$ cat config.mk
export PLATFORM = sky130hd
export DESIGN_NAME = fppa_ram
export DESIGN_NICKNAME = d
export VERILOG_FILES = /design/src/hw/rtl/fppa_ram.sv
export SDC_FILE = /design/constraint.sdc
export NUM_CORES = 2
export LEC_CHECK = 0
export ABC_AREA = 1
export CELL_PAD_IN_SITES_DETAIL_PLACEMENT = 0
export CELL_PAD_IN_SITES_GLOBAL_PLACEMENT = 1
export CORE_ASPECT_RATIO = 0.5
export CORE_MARGIN = 5
export CORE_UTILIZATION = 45
export DETAILED_ROUTE_END_ITERATION = 8
export DONT_BUFFER_PORTS = 1
export PLACE_DENSITY = 0.7
export SYNTH_ARGS = -nofsm -noshare
export SYNTH_HDL_FRONTEND = slang
export SYNTH_SLANG_ARGS = --single-unit
$ cat constraint.sdc
create_clock -name clk_i -period 2.17 [get_ports clk_i]
set_input_delay 0.434 -clock clk_i [delete_from_list [all_inputs] [get_ports clk_i]]
set_output_delay 0.434 -clock clk_i [all_outputs]
set_load 0.02 [all_outputs]
$ cat src/hw/rtl/fppa_ram.sv
// Generic simple dual port RAM with registered read.
module fppa_ram #(
  parameter int WIDTH = 16,
  parameter int DEPTH = 147
) (
  input  logic                     clk_i,
  input  logic                     we_i,
  input  logic [$clog2(DEPTH)-1:0] waddr_i,
  input  logic [WIDTH-1:0]         wdata_i,
  input  logic [$clog2(DEPTH)-1:0] raddr_i,
  output logic [WIDTH-1:0]         rdata_o
);

  logic [WIDTH-1:0] mem_q [DEPTH];

  always_ff @(posedge clk_i) begin
    if (we_i) begin
      mem_q[waddr_i] <= wdata_i;
    end
    rdata_o <= mem_q[raddr_i];
  end

endmodule

After elaboration in Yosys (flattened, before gate mapping):

Memory sizes are Yosys's and may differ from the RTL's. A register that Yosys moved wholly into a read port is not among the register bits.
Index checks and enable logic that the tools add are counted.

* word-level logic and storage cells: 3
* bits in registers: 0
* memories: 1
* output and inout bits: 16
* bits in writable memories: 2352
* input port bits: 34

Memory list
* mem_q: depth 147, bits a word 16, rd ports 1, clocked after Yosys merged registers in 1, write ports 1, RTL line 14 `logic [WIDTH-1:0] mem_q [DEPTH];`

* muxes and demuxes: 2

Operators with widths (number)
* 1-bit two-way mux: 2

Depth between registers and ports, before layout:

* depth in word-level cells: 2
* gate-level depth with buffers: 15
* gate-level depth less buffers: 11

Worst setup path after synthesis:

Ideal clock, no wire load.

* path kind: in2reg
* from: input we_i
* to: memory mem_q[110][0] (enable)
* data arrival time: 1.894 ns
* buffers on the path: 2
* stages: 4
* required time: 1.782 ns
* library setup time: 0.388 ns
* slack: -0.112 ns
* cell sequence: clkbuf_1 clkbuf_1 nand2_1 nor2_1

* word-level cells in the longest chain between the ends: 2

Ends and longest elaborated chain
* start, declared: RTL line 7 `input logic we_i,`
* 1-bit two-way mux: RTL line 17 `if (we_i) begin`
* 1-bit two-way mux (not written as such): RTL line 18 `mem_q[waddr_i] <= wdata_i;`
* end, declared: RTL line 14

Every way passes these cells.

==> results.toml <==
[power]
ir_drop_mv = 0.670
power.density_mw_per_mm2 = 856
p_leak_uw = 0.0374

[placed_design]
dp_hpwl_um = 148000
place_inst = 10400
placed_cell_area_sq_mm = 0.101
io_buffers = 0
gp_congestion = 0.815

[worst_setup_path]
worstReg2RegStart = "mem_q[23][11]"
required_ns = 2.92
critPathArrivalTime_ns = 3.23
worst_setup_path_end_kind = "flip-flop"
max_stage_delay_ns = 0.41
crit_slowest_cell = "inv_8"
crit_path_cell_trace = "inv_8, buf_12, buf_4, nand3_1, nand3_1, nand3_1, nand3_1, nand3_1, nand3_2, nand2_1, nand2_1, nand2_1"
cp_top_family = "simple AND/OR/NAND/NOR gates"
cp_max_fo = 593
startpoint_type = "primary input"
cp-startpoint = "raddr_i[1]"
reg2reg_to = "rdata_o[11]"
cp_num_buf_inv = 3
critical_path_class = "primary input to flip-flop"
reg2reg_slack_ns = 0.16
ff2ff_path_depth = 10
path_common_cell = "nand3_1"

[route]
first_pass_iters = 6
ant_nets = 0
wl_um = 287000
avgViaCountPerCell = 5.76
drtIter0Drc = 7994
num_vias = 62200
routedWlPerCell_um = 26.6
drc = 0

[timing]
setup_viol = 16
finalHoldViolations = 2
period_minus_slack_ns = 2.48
tightest_slew_ns = 1.30
finalClockSkew_ns = 0.0420
slew_headroom_pct = 13.5
timing.hold.ws_ns = -0.000679
fin_crit_sh_pct = 114
rsz0062_at_grt = "yes"
clock.fmax_ghz = 0.403
tns_ns = -2.57
slew_viol_final = 0
setup_ws_ns = -0.309

[synth]
synth-edff-count = 2352
yosys_register_bits = 2368
ys_types = 22
netlist_area_sq_mm = 0.0948
async_reset_ff_share_pct = 0
yosysTopAreaCell = "edfxtp_1"
yosysMostFrequentCell = "edfxtp_1"
synth_nets = 7727
synth_commonest_cells = "edfxtp_1 (2352), nand2_1 (2123), nand3_1 (2078), nor2_1 (316), buf_2 (256)"
synth_area_leaders = "edfxtp_1 (75%), nand3_1 (11%), nand2_1 (8.4%)"
synth_ff_type = "edfxtp_1"
synth_area_per_cell_sq_um = 12.3
ys_warn_count = 0
synthCells = 7693
yosysTopAreaCellShare_pct = 74.5
seq_area_frac_synth_pct = 74.9

[floorplanning]
initial_core_util_pct = 45.1
rows = 119
die_width_um = 659
die_h_um = 335
ios = 50
die_area_sq_mm = 0.220
coreArea_sq_mm = 0.210

[cts]
cts_setup_buffers = 0
clkSlewWorstSetupHoldPaths_ns = 0.06
clk_path_buf_depth = 4
worstSkewPairLatency_ns = 0.87
h-tree-depth = 4
cts_sinks = 2368
cts_tree = "done"
cts_buffers = 217
clock-root-buffer = "clkbuf_16"

[cells_and_area]
instances_no_fill = 10800
drive_gt1_share_pct = 9.93
design_area_sq_mm = 0.109
synthToLayoutAreaGrowth_pct = 14.7
fin_nets = 7882

[global_route]
grt_pass1_wl_um = 407000
grt_max_degree = 1170
grt-ovfl-total = 0
grt_util_all_layers_pct = 25.0
antenna_found_initial = 13
first_global_vias = 57100

[min_path]
hp-start = "wdata_i[12]"
holdPathEnd = "mem_q[68][12]"
hold_depth = 1
hold_path_class = "primary input to flip-flop"

[run_status]
violations = "negative hold slack, negative setup slack"
status = "finished with violations"

[run]
maxCapViolations = 0
==> worst reg2reg max path, stage by stage, from the launching register on <==
cell	delay (ns)
edfxtp_1	0.36
nand2_1	0.07
nand3_1	0.09
nand3_1	0.18
nand3_1	0.28
nand3_1	0.29
nand3_1	0.20
nand3_1	0.23
nand2_1	0.09
nand2_1	0.07
nand2_1	0.07
==> worst max-delay path by stage <==
stage | cells after the start | endpoint | slack [ns]
final | 12 | rdata_o[0] | -0.31
after global routing | 16 | rdata_o[0] | -0.04
after CTS | 14 | rdata_o[9] | 0.007
after detailed placement | 14 | rdata_o[15] | -1.09
after global placement | 14 | rdata_o[15] | -1.10
after floorplan | 4 | mem_q[110][0] | -0.11
==> stage by stage <==
stage,power [uW],utilization [%],setup WS (ns)
after detailed placement,55800,48.1,-1.09
final,93000,51.8,-0.309
after global placement,55800,48.1,-1.10
after floorplan,54500,-,-0.112
after CTS,92900,51.5,0.00680
after global routing,95700,51.8,-0.0364
==> cells in the final DEF, fill, tap and decap left out, types with 3 or more instances in the layout <==
| cell type | netlist | routed |
|---|---|---|
| edfxtp_1 | 2352 | 2352 |
| nand2_1 | 2123 | 2123 |
| nand3_1 | 2078 | 2053 |
| nor2_1 | 316 | 282 |
| buf_4 | 48 | 249 |
| clkbuf_16 | 0 | 232 |
| buf_12 | 0 | 164 |
| o21ai_0 | 154 | 154 |
| clkinv_1 | 1 | 61 |
| o221ai_1 | 56 | 56 |
| clkbuf_1 | 105 | 50 |
| nor2_2 | 0 | 34 |
| clkinv_2 | 0 | 34 |
| inv_1 | 31 | 31 |
| buf_16 | 0 | 25 |
| nand3_2 | 0 | 22 |
| a21oi_1 | 16 | 16 |
| dfxtp_1 | 16 | 16 |
| bufinv_16 | 0 | 12 |
| o22ai_1 | 8 | 8 |
| o21ai_1 | 6 | 6 |
| o211ai_1 | 6 | 6 |
| diode_2 | 0 | 5 |
| inv_6 | 0 | 5 |
| dlygate4sd3_1 | 0 | 5 |
| buf_6 | 22 | 4 |
| nand3_4 | 0 | 3 |
==> state kept, by name, indices dropped and copies added, names as in the netlist <==
signal and cells:
mem_q 2352, rdata_o 16
==> timing repair <==
item	4_1_cts	5_1_grt
hold buffers	20	1
gates cloned	0	13
resized for setup	5	34
hold endpoints to repair	2368	3
setup endpoints to repair	3	16
pin swaps	0	1
==> cell families after synthesis <==
kind of cell           after synthesis  share of synthesized area (%)
AOI/OAI and AO/OA                  248                           1.57
buffers and inverters              560                           2.93
DFF                               2368                           74.9
and+or+nand+nor                   4517                           20.6
==> metal layers <==
metal / part of all wire (%) / GRT usage, %
met1: 43 / 37.4
met2: 45 / 37.6
met3: 9.7 / 4.62
met4: 2.6 / 6.77
met5: 0 / 0
==> layout make-up <==
cell class,count,area [sq um]
multi-input cells,4765,21300
diodes,5,12.5
repair buffers,460,6260
inverters,36,174
flip-flops and latches,2368,70900
fillers,17900,101000
clock inverters,115,842
well taps,2783,3480
clock buffers,271,5700
==> power breakdown <==
group / switching, uW / internal, uW / total (uW) / leakage [uW]
clock: 16700 / 19900 / 36600 / 0.00320
combinational: 4120 / 1680 / 5790 / 0.0129
sequential: 171 / 50400 / 50600 / 0.0213
total: 21000 / 72000 / 93000 / 0.0374
(Power assumes the default switching activity.)
