[src/hw/rtl/fppa_div.sv]
// Two lane restoring divider, one quotient bit per lane per cycle, shared divisor.
module fppa_div #(
  parameter int DVD_W = 50,
  parameter int DVS_W = 25
) (
  input  logic             clk_i,
  input  logic             rst_ni,
  input  logic             start_i,
  input  logic [DVD_W-1:0] dvd_a_i,
  input  logic [DVD_W-1:0] dvd_b_i,
  input  logic [DVS_W-1:0] dvs_i,
  output logic             done_o,
  output logic [DVD_W-1:0] quo_a_o,
  output logic [DVD_W-1:0] quo_b_o
);

  localparam int CW = $clog2(DVD_W);

  logic             run_q, done_q;
  logic [CW-1:0]    cnt_q;
  logic [DVS_W-1:0] dvs_q;
  logic [DVS_W:0]   rem_a_q, rem_b_q;
  logic [DVD_W-1:0] quo_a_q, quo_b_q;
  logic [DVS_W:0]   sh_a, sh_b;
  logic             ge_a, ge_b;

  // shift next dividend bit into each partial remainder
  always_comb begin
    sh_a = {rem_a_q[DVS_W-1:0], quo_a_q[DVD_W-1]};
    sh_b = {rem_b_q[DVS_W-1:0], quo_b_q[DVD_W-1]};
    ge_a = sh_a >= {1'b0, dvs_q};
    ge_b = sh_b >= {1'b0, dvs_q};
  end

  // control
  always_ff @(posedge clk_i or negedge rst_ni) begin
    if (!rst_ni) begin
      run_q  <= 1'b0;
      done_q <= 1'b0;
      cnt_q  <= '0;
    end else begin
      done_q <= 1'b0;
      if (start_i) begin
        run_q <= 1'b1;
        cnt_q <= '0;
      end else if (run_q) begin
        cnt_q <= cnt_q + 1'b1;
        if (cnt_q == CW'(DVD_W - 1)) begin
          run_q  <= 1'b0;
          done_q <= 1'b1;
        end
      end
    end
  end

  // datapath
  always_ff @(posedge clk_i) begin
    if (start_i) begin
      dvs_q   <= dvs_i;
      rem_a_q <= '0;
      rem_b_q <= '0;
      quo_a_q <= dvd_a_i;
      quo_b_q <= dvd_b_i;
    end else if (run_q) begin
      rem_a_q <= ge_a ? sh_a - {1'b0, dvs_q} : sh_a;
      rem_b_q <= ge_b ? sh_b - {1'b0, dvs_q} : sh_b;
      quo_a_q <= {quo_a_q[DVD_W-2:0], ge_a};
      quo_b_q <= {quo_b_q[DVD_W-2:0], ge_b};
    end
  end

  assign done_o  = done_q;
  assign quo_a_o = quo_a_q;
  assign quo_b_o = quo_b_q;

endmodule

[config.mk]
export PLATFORM = sky130hd
export DESIGN_NAME = fppa_div
export DESIGN_NICKNAME = d
export VERILOG_FILES = /design/src/hw/rtl/fppa_div.sv
export SDC_FILE = /design/constraint.sdc
export NUM_CORES = 1
export LEC_CHECK = 0
export BUFFER_PORTS_ARGS = -buffer_cell sky130_fd_sc_hd__buf_2
export CAP_MARGIN = 5
export CORE_ASPECT_RATIO = 0.5
export CORE_UTILIZATION = 55
export CTS_CLUSTER_SIZE = 16
export DETAILED_ROUTE_END_ITERATION = 7
export HOLD_SLACK_MARGIN = 0.02
export PLACE_DENSITY = 0.88
export REMOVE_ABC_BUFFERS = 1
export SLEW_MARGIN = 20
export SYNTH_ARGS = -nofsm -noshare
export SYNTH_HDL_FRONTEND = slang
export SYNTH_SLANG_ARGS = --single-unit
[constraint.sdc]
create_clock -name clk_i -period 4.1 [get_ports clk_i]
set_clock_uncertainty 0.05 [all_clocks]
set_input_delay 0.41 -clock clk_i [delete_from_list [all_inputs] [get_ports clk_i]]
set_output_delay 0.41 -clock clk_i [all_outputs]
set_load 0.05 [all_outputs]
# Word level (Yosys, flattened, before mapping)
# Index checks and enable logic that the tools add are counted.
dict set report word_totals {
  word_cells 29
  output_inout_bits 101
  register_bits 183
  inputBits 128
}
dict set report classes {
  n_reduce_logical 1
  eq_ne 1
  order_cmp 2
  n_mux 14
  addsub 3
}
# op n
set ops {}
lappend ops {{two-way mux 50 bit} 4}
lappend ops {{greater-or-equal comparator 26 x 25 -> 1 bit} 2}
lappend ops {{two-way mux 25 bit} 2}
lappend ops {{subtractor 25 bit} 2}
lappend ops {{two-way mux 6 bit} 2}
lappend ops {{adder 6 x 1 -> 6 bit, second input constant} 1}
lappend ops {{equality test 6 bit, second input constant} 1}
lappend ops {{two-way mux 1 bit} 6}
lappend ops {{nonzero test 2 bit} 1}

# Longest topological paths before layout
dict set report depth {
  depth_word 4
  ltp_mapped 13
  depth_no_buf 12
}

# Least setup slack after synthesis
# Ideal clock, no wire load.
dict set report synth_timing {
  path_type {input -> register}
  startpoint {in start_i}
  endpoint {reg quo_a_q[0] (netlist: quo_a_o[0]) (enable)}
  cell_stages 4
  required_time_ps 3121
  path_buffers 2
  arrival_time_ps 2693
  setup_time_ps 929
  path_slack_ps 428
  cell_sequence {clkbuf_1 -> inv_1 -> clkbuf_1 -> nand2_1}
}
dict set report synth_between {
  elab_chain_cells 1
}
# item line_no
set synth_rtl {}
lappend synth_rtl {{start: declaration} 8} ;# input logic start_i,
lappend synth_rtl {{nonzero test 2 bit (no source line)} n/a}
lappend synth_rtl {{end signal: assignment} 62} ;# quo_a_q <= dvd_a_i;
lappend synth_rtl {{end signal: assignment} 67} ;# quo_a_q <= {quo_a_q[DVD_W-2:0], ge_a};
lappend synth_rtl {{end: declaration} 23} ;# logic [DVD_W-1:0] quo_a_q, quo_b_q;
# Every way passes these cells.
# A chain may end at the register's enable or synchronous reset.

# Final worst setup path
dict set report layout_timing {
  startpoint {reg quo_a_q[49] (netlist: quo_a_o[49])}
  endpoint {reg rem_a_q[15]}
}
dict set report layout_between {
  elab_chain_cells 2
  word_cells_on_any_way 3
  cone_classes {add/sub (1); order compare (1); mux (1)}
}
# item line_no
set layout_rtl {}
lappend layout_rtl {{subtractor 25 bit or greater-or-equal comparator 26 x 25 -> 1 bit (tied branches)} {65, 31}}
lappend layout_rtl {{two-way mux 25 bit *} 65} ;# rem_a_q <= ge_a ? sh_a - {1'b0, dvs_q} : sh_a;
lappend layout_rtl {{end signal: assignment} 65}
lappend layout_rtl {{end: declaration} 22} ;# logic [DVS_W:0] rem_a_q, rem_b_q;
# Mark *: on every way between the ends. The rest lies on a longest branch, timed or not.

==> flow_results.xml <==
<?xml version="1.0" encoding="UTF-8"?>
<metrics>
  <group name="clock_tree">
    <metric name="cts-buffers-inserted" unit="">17</metric>
    <metric name="clock_sink_count" unit="">183</metric>
    <metric name="post_cts_hold_buffer_count" unit="">1</metric>
    <metric name="cts-root-buf" unit="">clkbuf_16</metric>
    <metric name="clkTransAtPathRegs" unit="ps">80</metric>
    <metric name="cts_tree" unit="">yes</metric>
    <metric name="postCtsSetupBuffers" unit="">0</metric>
    <metric name="cts-resized-gates" unit="">0</metric>
    <metric name="cts-htree-levels" unit="">4</metric>
    <metric name="cts-root-to-sink-buffers" unit="">2</metric>
    <metric name="clock_insertion_delay_worst_skew" unit="ps">440</metric>
  </group>
  <group name="worst_setup_path">
    <metric name="crit_path_max_incr_delay" unit="ps">420</metric>
    <metric name="critical-path-slowest-cell" unit="">fa_1</metric>
    <metric name="worstSetupEndpointType" unit="">register</metric>
    <metric name="rr_worst_depth" unit="">13</metric>
    <metric name="worst_ep_arrival_time" unit="ps">3800</metric>
    <metric name="critical_path_required" unit="ps">4390</metric>
    <metric name="path_max_fanout" unit="">23</metric>
    <metric name="reg2reg_to" unit="">rem_a_q[15]</metric>
    <metric name="setup.worst_path.start_class" unit="">register</metric>
    <metric name="setup.worst_path.class" unit="">reg -&gt; reg</metric>
    <metric name="cp_cell_sequence" unit="">inv_1 -&gt; ha_1 -&gt; inv_1 -&gt; fa_1 -&gt; a211oi_1 -&gt; nor3_1 -&gt; nor3_2 -&gt; o31ai_1 -&gt; o21ai_2 -&gt; buf_4 -&gt; nand2_1 -&gt; o41a_1 -&gt; a211oi_1</metric>
    <metric name="setup_slack_of_the_most_critical_reg_to_reg_path" unit="ps">590</metric>
    <metric name="worst_r2r_startpoint" unit="">quo_a_o[49]</metric>
  </group>
  <group name="routing">
    <metric name="first_pass_iters" unit="">7</metric>
    <metric name="number_of_vias_in_the_routed_layout" unit="">8238</metric>
    <metric name="antenna_left" unit="">0</metric>
    <metric name="drt-initial-drc-count" unit="">728</metric>
    <metric name="detail_route.drc_violations" unit="">0</metric>
    <metric name="routed_wirelength" unit="mm">25.6</metric>
    <metric name="via_per_inst" unit="">5.95</metric>
    <metric name="routed_wire_length_per_instance" unit="um">18.5</metric>
  </group>
  <group name="pwr">
    <metric name="worst_case_vdd_ir_drop" unit="uV">286</metric>
    <metric name="total_power" unit="W">0.00477</metric>
    <metric name="power_density_over_the_cells" unit="nW/um^2">392</metric>
    <metric name="leakagePower" unit="nW">5.25</metric>
  </group>
  <group name="sta">
    <metric name="period_needed" unit="ps">3510</metric>
    <metric name="finalHoldWorstSlack" unit="ps">88.4</metric>
    <metric name="worst-slew-pin-transition" unit="ps">1010</metric>
    <metric name="rsz_0062_raised_after_global_routing" unit="">no</metric>
    <metric name="final_count_of_negative_setup_slack_endpoints" unit="">0</metric>
    <metric name="final_min_period_over_clock_period" unit="%">85.6</metric>
    <metric name="totalNegativeSetupSlack" unit="ps">0</metric>
    <metric name="timing.slew.headroom" unit="%">32.6</metric>
    <metric name="max_clock_freq" unit="MHz">285</metric>
    <metric name="report.final.slew_viol_count" unit="">0</metric>
    <metric name="final-hold-violation-count" unit="">0</metric>
  </group>
  <group name="synthesis">
    <metric name="synth_area" unit="sq um">10300</metric>
    <metric name="synth-edff-count" unit="">125</metric>
    <metric name="synth_largest_type_area_fraction" unit="%">36.5</metric>
    <metric name="synth.avg_cell_area" unit="sq um">11.1</metric>
    <metric name="postSynth.topFlopCell" unit="">edfxtp_1</metric>
    <metric name="asyncSetResetFlopFracSynth" unit="%">4.37</metric>
    <metric name="synth-seq-area-share" unit="%">48.2</metric>
    <metric name="synthMostInstantiatedCell" unit="">edfxtp_1</metric>
    <metric name="synth_top_cells_by_count" unit="">edfxtp_1 (125), mux2_2 (102), nor2_1 (79), nand2_1 (62), ha_1 (52)</metric>
    <metric name="netlist_top_cells_area" unit="">edfxtp_1 (36%), mux2_2 (11%), dfxtp_1 (9.7%)</metric>
    <metric name="postSynthRegisterBits" unit="">183</metric>
    <metric name="synth_area_leader_cell" unit="">edfxtp_1</metric>
    <metric name="synthCells" unit="">929</metric>
    <metric name="synthesis.yosys.warnings" unit="">0</metric>
    <metric name="ys_types" unit="">72</metric>
  </group>
  <group name="grt">
    <metric name="grt_usage" unit="%">26.5</metric>
    <metric name="grt_pass1_vias" unit="">8109</metric>
    <metric name="grt_start_max_net_pins" unit="">94</metric>
    <metric name="global_route_overflow" unit="">0</metric>
    <metric name="grt_antenna_before_repair" unit="">1</metric>
    <metric name="grt_first_pass_wirelength" unit="mm">40.6</metric>
  </group>
  <group name="cells_and_area">
    <metric name="fillCellCount" unit="">1346</metric>
    <metric name="final_util" unit="%">68.3</metric>
    <metric name="drive_gt1_share" unit="%">33.5</metric>
    <metric name="num_antenna_cells" unit="">0</metric>
    <metric name="synthToLayoutAreaGrowth" unit="%">18.3</metric>
    <metric name="layout.nets" unit="">1320</metric>
  </group>
  <group name="die">
    <metric name="core-area" unit="sq um">17800</metric>
    <metric name="fp.dieW" unit="um">195</metric>
    <metric name="initial_util" unit="%">57.7</metric>
    <metric name="fp.dieH" unit="um">98.7</metric>
    <metric name="ioPinCount" unit="">229</metric>
    <metric name="die_area" unit="sq um">19300</metric>
    <metric name="num_rows" unit="">34</metric>
  </group>
  <group name="hold_path">
    <metric name="worstHoldPathCells" unit="">1</metric>
    <metric name="hold_path_startpoint" unit="">dvs_i[5]</metric>
    <metric name="hold_path_class" unit="">in -&gt; reg</metric>
    <metric name="hold_end" unit="">dvs_q[5]</metric>
  </group>
  <group name="placed_design">
    <metric name="place.port_buffers" unit="">228</metric>
    <metric name="gp_congestion" unit="">0.938</metric>
    <metric name="detailedPlacementHpwl" unit="mm">18.5</metric>
  </group>
  <group name="job">
    <metric name="timing.max_cap.violations" unit="">0</metric>
  </group>
  <group name="outcome">
    <metric name="status" unit="">finished clean</metric>
  </group>
</metrics>
cell families after synthesis:
family | Yosys count | synth area share [%]
buf+inv | 85 | 3.39
compound gates | 210 | 14.7
fa+ha+maj | 54 | 6.71
xor+xnor | 36 | 3.06
flops | 183 | 48.2
mux | 118 | 12.7
simple gates | 243 | 11.2
registers in the layout, indices dropped and copies added, names as in the netlist:
register,flops
run_q,1
quo_b_o,50
done_o,1
rem_b_q,25
rem_a_q,25
quo_a_o,50
dvs_q,25
cnt_q,6
metrics by stage:
step / area (sq um) / worst slack [ps] / instances
2_1_floorplan: 10100 / -1010 / 885
3_3_place_gp: 11600 / 792 / 1352
3_5_place_dp: 11600 / 636 / 1352
4_1_cts: 12200 / 594 / 1384
5_1_grt: 12200 / 364 / 1384
6_report: 12200 / 589 / 1384
worst max-delay path: cells and delay by family, from the launching register on:
kind | cells | cell delay, ps
AOI/OAI and AO/OA | 5 | 1340
and+or+nand+nor | 3 | 530
buffers and inverters | 3 | 490
adders and majority gates | 2 | 590
DFF | 1 | 410
metal layers:
metal | track usage [%] | routed length [um]
met1 | 33.8 | 11000
met2 | 45.2 | 12100
met3 | 6.13 | 1990
met4 | 8.12 | 473
met5 | 0 | 13
placed cells by master (no fill, tap or decap), drive strengths merged, types with 7 or more instances in the layout:
| cell | instances |
|---|---|
| buf | 233 |
| edfxtp | 125 |
| mux2 | 102 |
| nor2 | 79 |
| nand2 | 62 |
| ha | 52 |
| dfxtp | 50 |
| inv | 47 |
| a21oi | 44 |
| o21ai | 31 |
| a211oi | 25 |
| xnor2 | 24 |
| nor3 | 21 |
| a311oi | 21 |
| a21o | 20 |
| nand3 | 19 |
| clkbuf | 17 |
| mux2i | 16 |
| and3 | 12 |
| xor2 | 12 |
| o21a | 10 |
| or3 | 8 |
| dfrtp | 8 |
| nand4 | 7 |
| nand2b | 7 |
how the worst max path moves through the flow:
| stage | start | end | slack [ps] | depth (start not counted) |
|---|---|---|---|---|
| after floorplan | run_q | quo_a_o[0] | -1010 | 2 |
| after global placement | quo_b_o[49] | quo_b_o[0] | 790 | 11 |
| after detailed placement | dvs_q[0] | rem_b_q[19] | 640 | 11 |
| after CTS | dvs_q[0] | rem_b_q[19] | 590 | 11 |
| after global routing | quo_a_o[49] | rem_a_q[15] | 360 | 13 |
| final | quo_a_o[49] | rem_a_q[15] | 590 | 13 |
cell type report:
type | count | area [sq um] | area share, %
Multi-Input combinational cell | 661 | 5000 | 41.1
Inverter | 41 | 154 | 1.26
Sequential cell | 183 | 4960 | 40.7
Tap cell | 234 | 293 | 2.40
Timing Repair Buffer | 234 | 1210 | 9.92
Clock buffer | 17 | 425 | 3.49
Clock inverter | 14 | 140 | 1.15
report_power, final:
part	switching, W	internal, W
logic	0.000658	0.000302
clock network	0.000814	0.000804
registers	0.0000682	0.00212
total	0.00154	0.00323
No activity file was read; power rests on OpenSTA's default activity.
